==> config.mk <==
export PLATFORM = sky130hd
export DESIGN_NAME = annexb_nal_unit_splitter
export DESIGN_NICKNAME = d
export VERILOG_FILES = /design/src/design/annexb_pkg.sv /design/src/design/annexb_fifo.sv /design/src/design/annexb_front.sv /design/src/design/annexb_back.sv /design/src/design/annexb_nal_unit_splitter.sv
export SDC_FILE = /design/constraint.sdc
export NUM_CORES = 1
export LEC_CHECK = 0
export BUFFER_PORTS_ARGS = -buffer_cell sky130_fd_sc_hd__buf_4
export CAP_MARGIN = 20
export CELL_PAD_IN_SITES_DETAIL_PLACEMENT = 1
export CELL_PAD_IN_SITES_GLOBAL_PLACEMENT = 2
export CORE_UTILIZATION = 43
export CTS_BUF_LIST = sky130_fd_sc_hd__clkbuf_4 sky130_fd_sc_hd__clkbuf_8
export DETAILED_ROUTE_END_ITERATION = 8
export HOLD_SLACK_MARGIN = 0.03
export PLACE_DENSITY = 0.9
export SETUP_SLACK_MARGIN = 0.5
export SLEW_MARGIN = 20
export SYNTH_ARGS = -nofsm -noshare
export SYNTH_HDL_FRONTEND = slang
export SYNTH_SLANG_ARGS = --single-unit
==> constraint.sdc <==
create_clock -name clk_i -period 5.3 [get_ports clk_i]
set_input_delay 0.265 -clock clk_i [delete_from_list [all_inputs] [get_ports clk_i]]
set_output_delay 0.265 -clock clk_i [all_outputs]
set_load 0.02 [all_outputs]
==> src/design/annexb_pkg.sv <==
// shared types and constants of the annex b nal unit splitter
package annexb_pkg;

  localparam int unsigned ZERO_PREFIX_W = 16;
  localparam int unsigned UNIT_LEN_W    = 24;
  localparam int unsigned NAL_TYPE_W    = 5;

  localparam logic [7:0]            BYTE_ZERO        = 8'h00;
  localparam logic [7:0]            START_CODE_LAST  = 8'h01;
  localparam logic [NAL_TYPE_W-1:0] NAL_TYPE_NON_IDR = 5'd1;
  localparam logic [NAL_TYPE_W-1:0] NAL_TYPE_IDR     = 5'd5;

  // byte class decided by the front end
  typedef enum logic [1:0] {
    CLS_ZERO,
    CLS_START,
    CLS_DATA
  } byte_cls_e;

  typedef struct packed {
    logic [7:0] stream_byte;
    logic       final_byte;
  } in_item_t;

  typedef struct packed {
    byte_cls_e  cls;
    logic [7:0] data;
    logic       fin;
  } mid_item_t;

  typedef struct packed {
    logic                     has_byte;
    logic [7:0]               payload_byte;
    logic [ZERO_PREFIX_W-1:0] zero_prefix;
    logic                     unit_first;
    logic [NAL_TYPE_W-1:0]    unit_type;
    logic                     unit_is_slice;
    logic                     unit_last;
    logic [UNIT_LEN_W-1:0]    unit_length;
  } out_item_t;

endpackage

==> src/design/annexb_fifo.sv <==
// small register-based fifo used between the splitter stages
module annexb_fifo #(
  parameter int unsigned Width = 8,
  parameter int unsigned Depth = 2
) (
  input  logic             clk_i,
  input  logic             rst_ni,
  input  logic             push_i,
  input  logic [Width-1:0] data_i,
  output logic             full_o,
  input  logic             pop_i,
  output logic [Width-1:0] data_o,
  output logic             empty_o
);

  localparam int unsigned AW = (Depth > 1) ? $clog2(Depth) : 1;
  localparam int unsigned CW = $clog2(Depth + 1);

  logic [Width-1:0] mem_q [Depth];
  logic [AW-1:0]    wr_ptr_q, wr_ptr_d, rd_ptr_q, rd_ptr_d;
  logic [CW-1:0]    cnt_q, cnt_d;
  logic             do_push, do_pop;

  assign full_o  = (cnt_q == CW'(Depth));
  assign empty_o = (cnt_q == '0);
  assign do_push = push_i & ~full_o;
  assign do_pop  = pop_i & ~empty_o;
  assign data_o  = mem_q[rd_ptr_q];

  always_comb begin
    wr_ptr_d = wr_ptr_q;
    rd_ptr_d = rd_ptr_q;
    if (do_push) begin
      wr_ptr_d = (wr_ptr_q == AW'(Depth - 1)) ? '0 : wr_ptr_q + AW'(1);
    end
    if (do_pop) begin
      rd_ptr_d = (rd_ptr_q == AW'(Depth - 1)) ? '0 : rd_ptr_q + AW'(1);
    end
    case ({do_push, do_pop})
      2'b10:   cnt_d = cnt_q + CW'(1);
      2'b01:   cnt_d = cnt_q - CW'(1);
      default: cnt_d = cnt_q;
    endcase
  end

  always_ff @(posedge clk_i or negedge rst_ni) begin
    if (!rst_ni) begin
      wr_ptr_q <= '0;
      rd_ptr_q <= '0;
      cnt_q    <= '0;
    end else begin
      wr_ptr_q <= wr_ptr_d;
      rd_ptr_q <= rd_ptr_d;
      cnt_q    <= cnt_d;
    end
  end

  always_ff @(posedge clk_i) begin
    if (do_push) begin
      mem_q[wr_ptr_q] <= data_i;
    end
  end

endmodule

==> src/design/annexb_front.sv <==
// front end: accepts stream bytes and classifies them as zero, start code end or data
module annexb_front (
  input  logic                  clk_i,
  input  logic                  rst_ni,
  input  logic                  push_i,
  input  annexb_pkg::in_item_t  in_item_i,
  input  logic                  mid_full_i,
  output logic                  mid_push_o,
  output annexb_pkg::mid_item_t mid_item_o
);

  // zero run length, saturating at two
  logic [1:0] zrun_q, zrun_d;
  logic       accept;
  logic       is_zero;
  logic       run_two;

  assign accept  = push_i & ~mid_full_i;
  assign is_zero = (in_item_i.stream_byte == annexb_pkg::BYTE_ZERO);
  assign run_two = (zrun_q == 2'd2);

  always_comb begin
    mid_item_o.data = in_item_i.stream_byte;
    mid_item_o.fin  = in_item_i.final_byte;
    if (is_zero) begin
      mid_item_o.cls = annexb_pkg::CLS_ZERO;
    end else if (in_item_i.stream_byte == annexb_pkg::START_CODE_LAST && run_two) begin
      mid_item_o.cls = annexb_pkg::CLS_START;
    end else begin
      mid_item_o.cls = annexb_pkg::CLS_DATA;
    end
  end

  always_comb begin
    zrun_d = zrun_q;
    if (accept) begin
      if (in_item_i.final_byte || !is_zero) begin
        zrun_d = 2'd0;
      end else if (!run_two) begin
        zrun_d = zrun_q + 2'd1;
      end
    end
  end

  assign mid_push_o = accept;

  always_ff @(posedge clk_i or negedge rst_ni) begin
    if (!rst_ni) begin
      zrun_q <= 2'd0;
    end else begin
      zrun_q <= zrun_d;
    end
  end

endmodule

==> src/design/annexb_back.sv <==
// back end: tracks unit state and builds payload and end marker transactions
module annexb_back #(
  parameter int unsigned ZERO_RUN_BITS = 16,
  parameter int unsigned LENGTH_BITS   = 24
) (
  input  logic                  clk_i,
  input  logic                  rst_ni,
  input  annexb_pkg::mid_item_t mid_item_i,
  input  logic                  mid_empty_i,
  output logic                  mid_pop_o,
  input  logic                  out_full_i,
  output logic                  out_push_o,
  output annexb_pkg::out_item_t out_item_o
);

  localparam int unsigned ZPW = (ZERO_RUN_BITS > annexb_pkg::ZERO_PREFIX_W) ?
                                ZERO_RUN_BITS : annexb_pkg::ZERO_PREFIX_W;
  localparam int unsigned LPW = (LENGTH_BITS > annexb_pkg::UNIT_LEN_W) ?
                                LENGTH_BITS : annexb_pkg::UNIT_LEN_W;
  localparam int unsigned SW  = ((LENGTH_BITS > ZERO_RUN_BITS + 1) ?
                                LENGTH_BITS : ZERO_RUN_BITS + 1) + 1;

  logic                               inside_q, inside_d, inside_n;
  logic [ZERO_RUN_BITS-1:0]           pend_q, pend_d, pend_n;
  logic [LENGTH_BITS-1:0]             bytes_q, bytes_d, bytes_n;
  logic [annexb_pkg::NAL_TYPE_W-1:0]  type_q, type_d, type_n;
  logic                               go;
  logic                               emit, has_byte, first;
  logic                               unit_open;
  logic [SW-1:0]                      len_sum;
  logic [ZPW-1:0]                     zp_ext;
  logic [LPW-1:0]                     len_ext;

  assign go        = ~mid_empty_i & ~out_full_i;
  assign mid_pop_o = go;
  assign unit_open = inside_q & (bytes_q != '0);
  assign first     = (bytes_q == '0);
  // length plus this byte and its zero prefix
  assign len_sum   = SW'(bytes_q) + SW'(pend_q) + SW'(1);

  always_comb begin
    inside_n = inside_q;
    pend_n   = pend_q;
    bytes_n  = bytes_q;
    type_n   = type_q;
    emit     = 1'b0;
    has_byte = 1'b0;
    case (mid_item_i.cls)
      annexb_pkg::CLS_ZERO: begin
        pend_n = (&pend_q) ? pend_q : pend_q + ZERO_RUN_BITS'(1);
        emit   = mid_item_i.fin & unit_open;
      end
      annexb_pkg::CLS_START: begin
        emit     = unit_open;
        inside_n = 1'b1;
        bytes_n  = '0;
        pend_n   = '0;
      end
      annexb_pkg::CLS_DATA: begin
        if (inside_q) begin
          emit     = 1'b1;
          has_byte = 1'b1;
          if (first) begin
            type_n = (pend_q != '0) ? '0 : mid_item_i.data[annexb_pkg::NAL_TYPE_W-1:0];
          end
          bytes_n = (len_sum > SW'({LENGTH_BITS{1'b1}})) ? {LENGTH_BITS{1'b1}} :
                    len_sum[LENGTH_BITS-1:0];
        end
        pend_n = '0;
      end
      default: begin
        emit = 1'b0;
      end
    endcase
  end

  // buffer end returns everything to reset
  always_comb begin
    if (mid_item_i.fin) begin
      inside_d = 1'b0;
      pend_d   = '0;
      bytes_d  = '0;
      type_d   = '0;
    end else begin
      inside_d = inside_n;
      pend_d   = pend_n;
      bytes_d  = bytes_n;
      type_d   = type_n;
    end
  end

  assign zp_ext  = ZPW'(pend_q);
  // an end marker reports the length of the closing unit, before a start code clears it
  assign len_ext = LPW'(has_byte ? bytes_n : bytes_q);

  always_comb begin
    out_item_o.has_byte      = has_byte;
    out_item_o.payload_byte  = has_byte ? mid_item_i.data : 8'h00;
    out_item_o.zero_prefix   = has_byte ? zp_ext[annexb_pkg::ZERO_PREFIX_W-1:0] : '0;
    out_item_o.unit_first    = has_byte & first;
    out_item_o.unit_type     = type_n;
    out_item_o.unit_is_slice = type_n inside {annexb_pkg::NAL_TYPE_NON_IDR,
                                              annexb_pkg::NAL_TYPE_IDR};
    out_item_o.unit_last     = ~has_byte | mid_item_i.fin;
    out_item_o.unit_length   = len_ext[annexb_pkg::UNIT_LEN_W-1:0];
  end

  assign out_push_o = go & emit;

  always_ff @(posedge clk_i or negedge rst_ni) begin
    if (!rst_ni) begin
      inside_q <= 1'b0;
      pend_q   <= '0;
      bytes_q  <= '0;
      type_q   <= '0;
    end else if (go) begin
      inside_q <= inside_d;
      pend_q   <= pend_d;
      bytes_q  <= bytes_d;
      type_q   <= type_d;
    end
  end

endmodule

==> src/design/annexb_nal_unit_splitter.sv <==
// top level of the annex b nal unit splitter
//
// usage
//   input side is a queue write port: drive in_item_i and push; a transaction
//   completes on a rising edge with push high and full low. one raw stream
//   byte per transaction, final_byte set on the last byte of a buffer.
//   result side is a queue read port: while empty is low out_item_o holds
//   the oldest result; it completes on a rising edge with pop high.
//   each byte gives zero or one result: a payload byte with its zero prefix,
//   or an end marker (has_byte low) when a start code or buffer end closes
//   a unit that has payload.
// timing
//   one byte per cycle sustained while pop keeps up. the accepting edge
//   writes a byte into the two-entry classify queue; the unit tracker
//   consumes it once the output queue has room and writes its result
//   into the two-entry output queue, where the receiver sees it.
//   unless stalled, the single tracker step sets rate: one byte per cycle.
// stalls and reset
//   with pop held low the output queue fills, the tracker stops and the
//   classify queue fills, then full rises; nothing is dropped.
//   reset empties both queues and returns the tracker to outside any unit.
module annexb_nal_unit_splitter #(
  parameter int unsigned ZERO_RUN_BITS = 16,
  parameter int unsigned LENGTH_BITS   = 24
) (
  input  logic                  clk_i,
  input  logic                  rst_ni,
  input  logic                  push,
  output logic                  full,
  input  annexb_pkg::in_item_t  in_item_i,
  output logic                  empty,
  input  logic                  pop,
  output annexb_pkg::out_item_t out_item_o
);

  localparam int unsigned QueueDepth = 2;
  localparam int unsigned MidW       = $bits(annexb_pkg::mid_item_t);
  localparam int unsigned OutW       = $bits(annexb_pkg::out_item_t);

  // front to classify queue
  logic                  mid_push;
  logic                  mid_full;
  annexb_pkg::mid_item_t mid_wr_item;
  // classify queue to tracker
  logic                  mid_pop;
  logic                  mid_empty;
  logic [MidW-1:0]       mid_rd_raw;
  annexb_pkg::mid_item_t mid_rd_item;
  // tracker to output queue
  logic                  out_push;
  logic                  out_full;
  annexb_pkg::out_item_t out_wr_item;
  logic [OutW-1:0]       out_rd_raw;

  assign full = mid_full;

  // byte classification, start code detection
  annexb_front u_front (
    .clk_i      (clk_i),
    .rst_ni     (rst_ni),
    .push_i     (push),
    .in_item_i  (in_item_i),
    .mid_full_i (mid_full),
    .mid_push_o (mid_push),
    .mid_item_o (mid_wr_item)
  );

  // decouples the front from tracker stalls
  annexb_fifo #(
    .Width (MidW),
    .Depth (QueueDepth)
  ) u_mid_fifo (
    .clk_i   (clk_i),
    .rst_ni  (rst_ni),
    .push_i  (mid_push),
    .data_i  (MidW'(mid_wr_item)),
    .full_o  (mid_full),
    .pop_i   (mid_pop),
    .data_o  (mid_rd_raw),
    .empty_o (mid_empty)
  );

  assign mid_rd_item = annexb_pkg::mid_item_t'(mid_rd_raw);

  // unit state: zero runs, lengths, type, trimming
  annexb_back #(
    .ZERO_RUN_BITS (ZERO_RUN_BITS),
    .LENGTH_BITS   (LENGTH_BITS)
  ) u_back (
    .clk_i       (clk_i),
    .rst_ni      (rst_ni),
    .mid_item_i  (mid_rd_item),
    .mid_empty_i (mid_empty),
    .mid_pop_o   (mid_pop),
    .out_full_i  (out_full),
    .out_push_o  (out_push),
    .out_item_o  (out_wr_item)
  );

  // result queue, holds results while the receiver stalls
  annexb_fifo #(
    .Width (OutW),
    .Depth (QueueDepth)
  ) u_out_fifo (
    .clk_i   (clk_i),
    .rst_ni  (rst_ni),
    .push_i  (out_push),
    .data_i  (OutW'(out_wr_item)),
    .full_o  (out_full),
    .pop_i   (pop),
    .data_o  (out_rd_raw),
    .empty_o (empty)
  );

  assign out_item_o = annexb_pkg::out_item_t'(out_rd_raw);

endmodule

==> reports/metrics.yaml, run 1 <==
final_nets: 884
final_util_pct: 50.1
yosys_warnings: 0
cpMaxStageDelayCell: "dfrtp_1"
crit_path_start_kind: "flip-flop"
yosysUniqueCellTypes: 67
ctsResizeCount: 0
cap_violations: 0
coreArea_mm2: 0.0211
tritoncts: "yes"
rsz0062_at_grt: "false"
hpwl_mm: 17.2
placementRows: 53
cts-root-buf: "clkbuf_8"
worst_ep_required_time_ps: 5400
yosys_register_bits: 192
dieArea_mm2: 0.0222
fmax_mhz: 262
antenna_found_initial: 0
gr-usage-met2_pct: 38.0
clockBufferDepth: 2
syn_inst: 771
finClkSkew_ps: 13.8
busiest_layer: "met2"
irDropWorstVdd_mv: 0.233
multiInputGateArea_mm2: 0.00360
nFillCells: 2216
post_cts_buffers: 0
area_growth_syn_to_layout_pct: 13.8
io_pins: 72
n_antenna_cell: 0
post_drt_wl_per_cell_um: 21.6
cts_buffers: 17
crit_type: "flip-flop to flip-flop"
post-route-period-util_pct: 72.0
htreeDepth: 4
synth_edf_count: 136
met3_usage_pct: 3.73
initial_core_util_pct: 44.1
ant_nets: 0
drt_wl_total_mm: 24.4
die_y_um: 149
crit_fanout: 41
maxSlewViolCount: 0
regArea_mm2: 0.00549
clk_pin_slew_ps: 100
cpPeakStageDelay_ps: 810
first_pass_iters: 5
grt_usage_pct: 23.1
r2r_slack_ps: 1480
cts.sinks: 192
tns_ps: 0
globalRouteMet1Util_pct: 31.3
routed_via_density: 5.86
synth_area_mm2: 0.00930
p_leak_nw: 4.10
hold_viol: 0
arrival_ps: 3920
vias: 6643
drive_gt1_share_pct: 21.9
worstMarginPinSlew_ps: 1050
maxSlewHeadroom_pct: 29.8
gp_congestion: 0.871
die-width_um: 149
grt_pass1_vias: 7004
initialDrtViolationCount: 552
grt-ovfl-total: 0
outcome: "complete, no violations"
finalSetupViolCount: 0
synthesis.nets: 810
cts_hold_buf: 10
synth.yosys.seq_area_share_pct: 59.0
hp-class: "primary input to flip-flop"
cp_cell_sequence: "mux2i_1, ha_1, o21ai_0, nor2_4, buf_4"
synth_flop_cell: "edfxtp_1"
grt_pass1_wl_mm: 38.8
cp-end-kind: "flip-flop"
synthArstFlopShare_pct: 29.2
period_needed_ps: 3820
port_buffers: 71
clock_latency_ps: 470
grt_start_max_net_pins: 59
drc_errors: 0
syn_area_per_cell_um2: 12.1
p_per_area_mw_per_mm2: 492
worst paths after layout:
path	endpoint	startpoint	cells past startpoint
max	u_out_fifo.mem_q[0][11]$_DFFE_PP_	u_mid_fifo.rd_ptr_q$_DFFE_PN0P_	5
min	u_mid_fifo.wr_ptr_q$_DFFE_PN0P_	push	3
max reg2reg	u_out_fifo.mem_q[0][11]$_DFFE_PP_	u_mid_fifo.rd_ptr_q$_DFFE_PN0P_	5
min reg2reg	u_mid_fifo.wr_ptr_q$_DFFE_PN0P_	u_mid_fifo.wr_ptr_q$_DFFE_PN0P_	1
max in group asynchronous	u_out_fifo.rd_ptr_q$_DFFE_PN0P_	rst_ni	2
min in group asynchronous	u_back.type_q[1]$_DFFE_PN0P_	rst_ni	2
registers in the layout, indices dropped and copies added, names as in the netlist:
name	flops
u_mid_fifo.wr_ptr_q	1
u_back.bytes_q	24
u_front.zrun_q	2
u_mid_fifo.rd_ptr_q	1
u_mid_fifo.cnt_q	2
u_back.inside_q	1
u_out_fifo.cnt_q	2
u_out_fifo.rd_ptr_q	1
u_out_fifo.mem_q	114
u_mid_fifo.mem_q	22
u_out_fifo.wr_ptr_q	1
u_back.pend_q	16
u_back.type_q	5
cell families (layout without fill, tap and decap cells):
logic type               count (synthesis)  after routing  synth area share, %
multiplexers                            74             74                 8.79
adder cells (fa/ha/maj)                 26             26                 3.58
XOR/XNOR                                25             25                 2.36
flip-flops                             192            192                 59.0
AND/OR/NAND/NOR                        224            224                 11.4
buffers and inverters                   55            142                 2.53
AO/OA/AOI/OAI                          175            175                 12.4
per-stage QoR:
step	area (um^2)	hold WS (ps)	setup slack (ps)	cells	power, mW
after global placement	10100	380	1720	1091	4.18
after detailed placement	10100	414	1430	1091	4.28
after floorplan	9300	-30.6	766	771	3.49
after global routing	10600	238	1100	1133	5.47
after CTS	10600	223	1420	1133	5.22
final	10600	237	1480	1133	5.20
final cells by class:
| class | count | area share, % |
|---|---|---|
| Sequential cell | 192 | 51.9 |
| Tap cell | 275 | 3.25 |
| Multi-Input combinational cell | 524 | 34.0 |
| Inverter | 23 | 0.816 |
| Clock inverter | 12 | 1.21 |
| Timing Repair Buffer | 87 | 6.41 |
| Clock buffer | 20 | 2.43 |
metal layers:
metal / wire, um / up-vias
li1: - / 3046
met1: 10900 / 3387
met2: 12100 / 182
met3: 1040 / 28
met4: 368 / 0
met5: 0 / -
critical path, delay by kind of cell (launching register included):
family                     cells  cell delay [ps]
and+or+nand+nor                1              530
muxes                          1              390
DFF                            1              810
buffers and inverters          1              560
AOI/OAI and AO/OA              1              480
adders and majority gates      1              630
where the power goes:
group	switching (mW)	internal (mW)
Combinational	1.39	0.799
Sequential	0.202	1.88
Clock	0.540	0.400
Total	2.13	3.07
cell usage in the layout (no fill, tap or decap), drive strengths merged, types with 21 or more instances in the layout:
cell    instances
edfxtp        136
buf            77
nand2          71
o21ai          63
mux2           61
nor2           60
dfrtp          56
a21oi          29
inv            28
ha             25
and3           21
Yosys cell counts (7+ instances only):
cell type | number | area share, %
a31oi_1 | 7 | 0.47
nor2_1 | 60 | 2.4
dfrtp_1 | 56 | 15
nor3_1 | 13 | 0.70
inv_1 | 22 | 0.89
edfxtp_1 | 136 | 44
mux2_2 | 61 | 7.4
mux2i_1 | 13 | 1.4
ha_1 | 25 | 3.4
a21o_1 | 9 | 0.73
o21ai_1 | 9 | 0.48
a22o_1 | 10 | 0.94
o31ai_1 | 13 | 1.0
nand4_1 | 11 | 0.74
nor4_1 | 12 | 0.81
and3_1 | 21 | 1.4
a21oi_1 | 28 | 1.5
buf_1 | 7 | 0.28
clkbuf_1 | 16 | 0.65
xnor2_1 | 20 | 1.9
nand2_1 | 70 | 2.8
o21ai_0 | 52 | 2.8
nand3_1 | 16 | 0.86
(Power assumes the default switching activity.)
==> run 2: changes to the inputs <==
--- a/config.mk
+++ b/config.mk
@@ -9,11 +9,11 @@
 export CAP_MARGIN = 20
 export CELL_PAD_IN_SITES_DETAIL_PLACEMENT = 1
 export CELL_PAD_IN_SITES_GLOBAL_PLACEMENT = 2
-export CORE_UTILIZATION = 43
+export CORE_UTILIZATION = 39
 export CTS_BUF_LIST = sky130_fd_sc_hd__clkbuf_4 sky130_fd_sc_hd__clkbuf_8
 export DETAILED_ROUTE_END_ITERATION = 8
 export HOLD_SLACK_MARGIN = 0.03
-export PLACE_DENSITY = 0.9
+export PLACE_DENSITY = 0.86
 export SETUP_SLACK_MARGIN = 0.5
 export SLEW_MARGIN = 20
 export SYNTH_ARGS = -nofsm -noshare
==> constraint.sdc (replaced) <==
create_clock -name clk_i -period 3.4 [get_ports clk_i]
set_input_delay 0.17 -clock clk_i [delete_from_list [all_inputs] [get_ports clk_i]]
set_output_delay 0.17 -clock clk_i [all_outputs]
set_load 0.02 [all_outputs]
==> run 2 against run 1 <==
Clock power grew 78%. Highest routed layer unchanged. Die area grew 10%. Via count grew 0.96%. Non-clock buffer count grew 29. Critical endpoint is now u_out_fifo.mem_q[1][1]$_DFFE_PP_. Cell count grew 6.4%. Clock skew grew 14 ps. Utilization shrank 3.1 points. Critical path type unchanged. Global-route usage shrank 2.0 points.
==> reports/metrics.yaml, run 2 (same netlist as run 1, synthesis figures left out) <==
outcome: "complete, no violations"
grt_pass1_vias: 6831  # -2.5%
grt-ovfl-total: 0  # unchanged
clockBufferDepth: 2  # unchanged
coreArea_mm2: 0.0234  # +11%
period_needed_ps: 2790  # -1030 ps
p_leak_nw: 4.29  # +4.5%
port_buffers: 71  # unchanged
initialDrtViolationCount: 498  # -9.8%
crit_fanout: 7  # -83%
dieArea_mm2: 0.0245  # +10%
final_common_cell: "edfxtp_1"
cpPeakStageDelay_ps: 510  # -300 ps
ant_nets: 0  # unchanged
n_antenna_cell: 0  # unchanged
hpwl_mm: 17.1  # -0.49%
cp.buffers_inverters: 1  # unchanged
drc_errors: 0  # unchanged
cap_violations: 0  # unchanged
grt_pass1_wl_mm: 39.0  # +0.39%
maxSlewViolCount: 0  # unchanged
die-width_um: 156  # +4.9%
tns_ps: 0  # unchanged
finalSetupViolCount: 0  # unchanged
first_pass_iters: 4  # -1
hold_viol: 0  # unchanged
p_per_area_mw_per_mm2: 777  # +58%
regArea_mm2: 0.00549  # unchanged
cp_cell_sequence: "ha_1, a21o_1, a221oi_2, and2b_1, a21oi_4, nor3_1, o41ai_2, buf_4"
cts.sinks: 192  # unchanged
grt_start_max_net_pins: 57  # -3.4%
io_pins: 72  # unchanged
initial_core_util_pct: 39.7  # -4.4 points
clk_pin_slew_ps: 120  # +20 ps
hp-class: "primary input to flip-flop"
worst_ep_required_time_ps: 3650  # -1750 ps
maxSlewHeadroom_pct: 35.8  # +6.0 points
worstMarginPinSlew_ps: 960  # -89.6 ps
grt_usage_pct: 21.1  # -2.0 points
regMostFlops: "u_out_fifo.mem_q"
drive_gt1_share_pct: 25.6  # +3.7 points
post_drt_wl_per_cell_um: 20.5  # -4.7%
htreeDepth: 4  # unchanged
placementRows: 56  # +5.7%
nFillCells: 2522  # +14%
largest_reg_flops: 114  # unchanged
antenna_found_initial: 0  # unchanged
crit_type: "flip-flop to flip-flop"
multiInputGateArea_mm2: 0.00365  # +1.5%
gp_congestion: 0.852  # -2.3%
arrival_ps: 3040  # -880 ps
reg_top3: "u_out_fifo.mem_q (114), u_back.bytes_q (24), u_mid_fifo.mem_q (22)"
finClkSkew_ps: 27.5  # +13.7 ps
tritoncts: "yes"
hold_ws_ps: 109  # -128 ps
clock_latency_ps: 490  # +20 ps
area_growth_syn_to_layout_pct: 18.3
mostFrequentLayoutCells: "edfxtp_1, buf_4, nand2_1"
final_nets: 913  # +3.3%
cts_buffers: 17  # unchanged
cpMaxStageDelayCell: "dfrtp_1"
die_y_um: 156  # +4.9%
post-route-period-util_pct: 82.0  # +10 points
irDropWorstVdd_mv: 0.361  # +55%
crit_family: "compound AO/OA/AOI/OAI gates"
drt_wl_total_mm: 24.8  # +1.4%
cp-end-kind: "flip-flop"
cts-root-buf: "clkbuf_8"
fmax_mhz: 359  # +37%
rsz0062_at_grt: "true"
routed_via_density: 5.56  # -5.1%
vias: 6707  # +0.96%
crit_path_start_kind: "flip-flop"
run 2: changes by cell type in the layout (fill, tap and decap cells not counted), sizes merged:
cell | before | now
inv | 28 | 34
clkbuf | 20 | 17
buf | 77 | 106
clkinvlp | 2 | 0
bufinv | 1 | 0
run 2: per-stage QoR:
stage               setup slack [ps]  utilization, %  power, mW  instances  instance area [um^2]
finish                           611            47.0       8.55       1206                 11000
CTS                              498            46.7       8.58       1200                 10900
detailed placement               308            44.1       6.86       1155                 10300
global placement                 400            44.1       6.77       1155                 10300
floorplan                        528               -       5.45        771                  9320
global route                     462            47.0       8.99       1206                 11000
run 2: repair_timing:
action | 4_1_cts | 5_1_grt
resized for setup | 4 | 7
gates cloned | 0 | 0
buffers inserted | 3 | 6
endpoints found under the hold margin | 77 | 0
pin swaps | 2 | 5
hold buffers | 10 | 0
setup endpoints to repair | 38 | 75
run 2: final cells by class:
class,count,share of cell area [%]
inverters,23,0.785
well taps,319,3.63
flip-flops and latches,192,49.9
multi-input cells,524,33.2
repair buffers,116,8.37
clock buffers,17,2.13
clock inverters,15,2.02
run 2: path summary, 6_finish.rpt:
kind	from	to	slack [ps]	cells past startpoint
max	u_back.bytes_q[9]$_DFFE_PN0P_	u_out_fifo.mem_q[1][1]$_DFFE_PP_	610	8
min	pop	u_out_fifo.rd_ptr_q$_DFFE_PN0P_	110	3
max reg2reg	u_back.bytes_q[9]$_DFFE_PN0P_	u_out_fifo.mem_q[1][1]$_DFFE_PP_	610	8
min reg2reg	u_front.zrun_q[0]$_DFFE_PN0P_	u_front.zrun_q[0]$_DFFE_PN0P_	530	1
max in group asynchronous	rst_ni	u_out_fifo.rd_ptr_q$_DFFE_PN0P_	2510	2
min in group asynchronous	rst_ni	u_back.type_q[2]$_DFFE_PN0P_	290	2
run 2: power by group:
group,internal [mW],switching (mW),total (mW)
sequential,2.92,0.345,3.26
clock,0.614,1.05,1.67
combinational,1.41,2.21,3.62
run 2: worst reg2reg max path, cell delays in order (launching register included):
cell and delay, ps:
dfrtp_1 510, ha_1 460, a21o_1 240, a221oi_2 290
and2b_1 270, a21oi_4 140, nor3_1 350, o41ai_2 140
buf_4 150
run 2: per-layer routing:
| layer | track usage [%] | part of all wire, % | wire [um] | vias up |
|---|---|---|---|---|
| li1 | - | - | - | 3108 |
| met1 | 29.2 | 46 | 11500 | 3412 |
| met2 | 34.0 | 48 | 12000 | 160 |
| met3 | 3.43 | 3.8 | 939 | 27 |
| met4 | 6.21 | 1.6 | 405 | 0 |
| met5 | 0 | 0 | 0 | - |
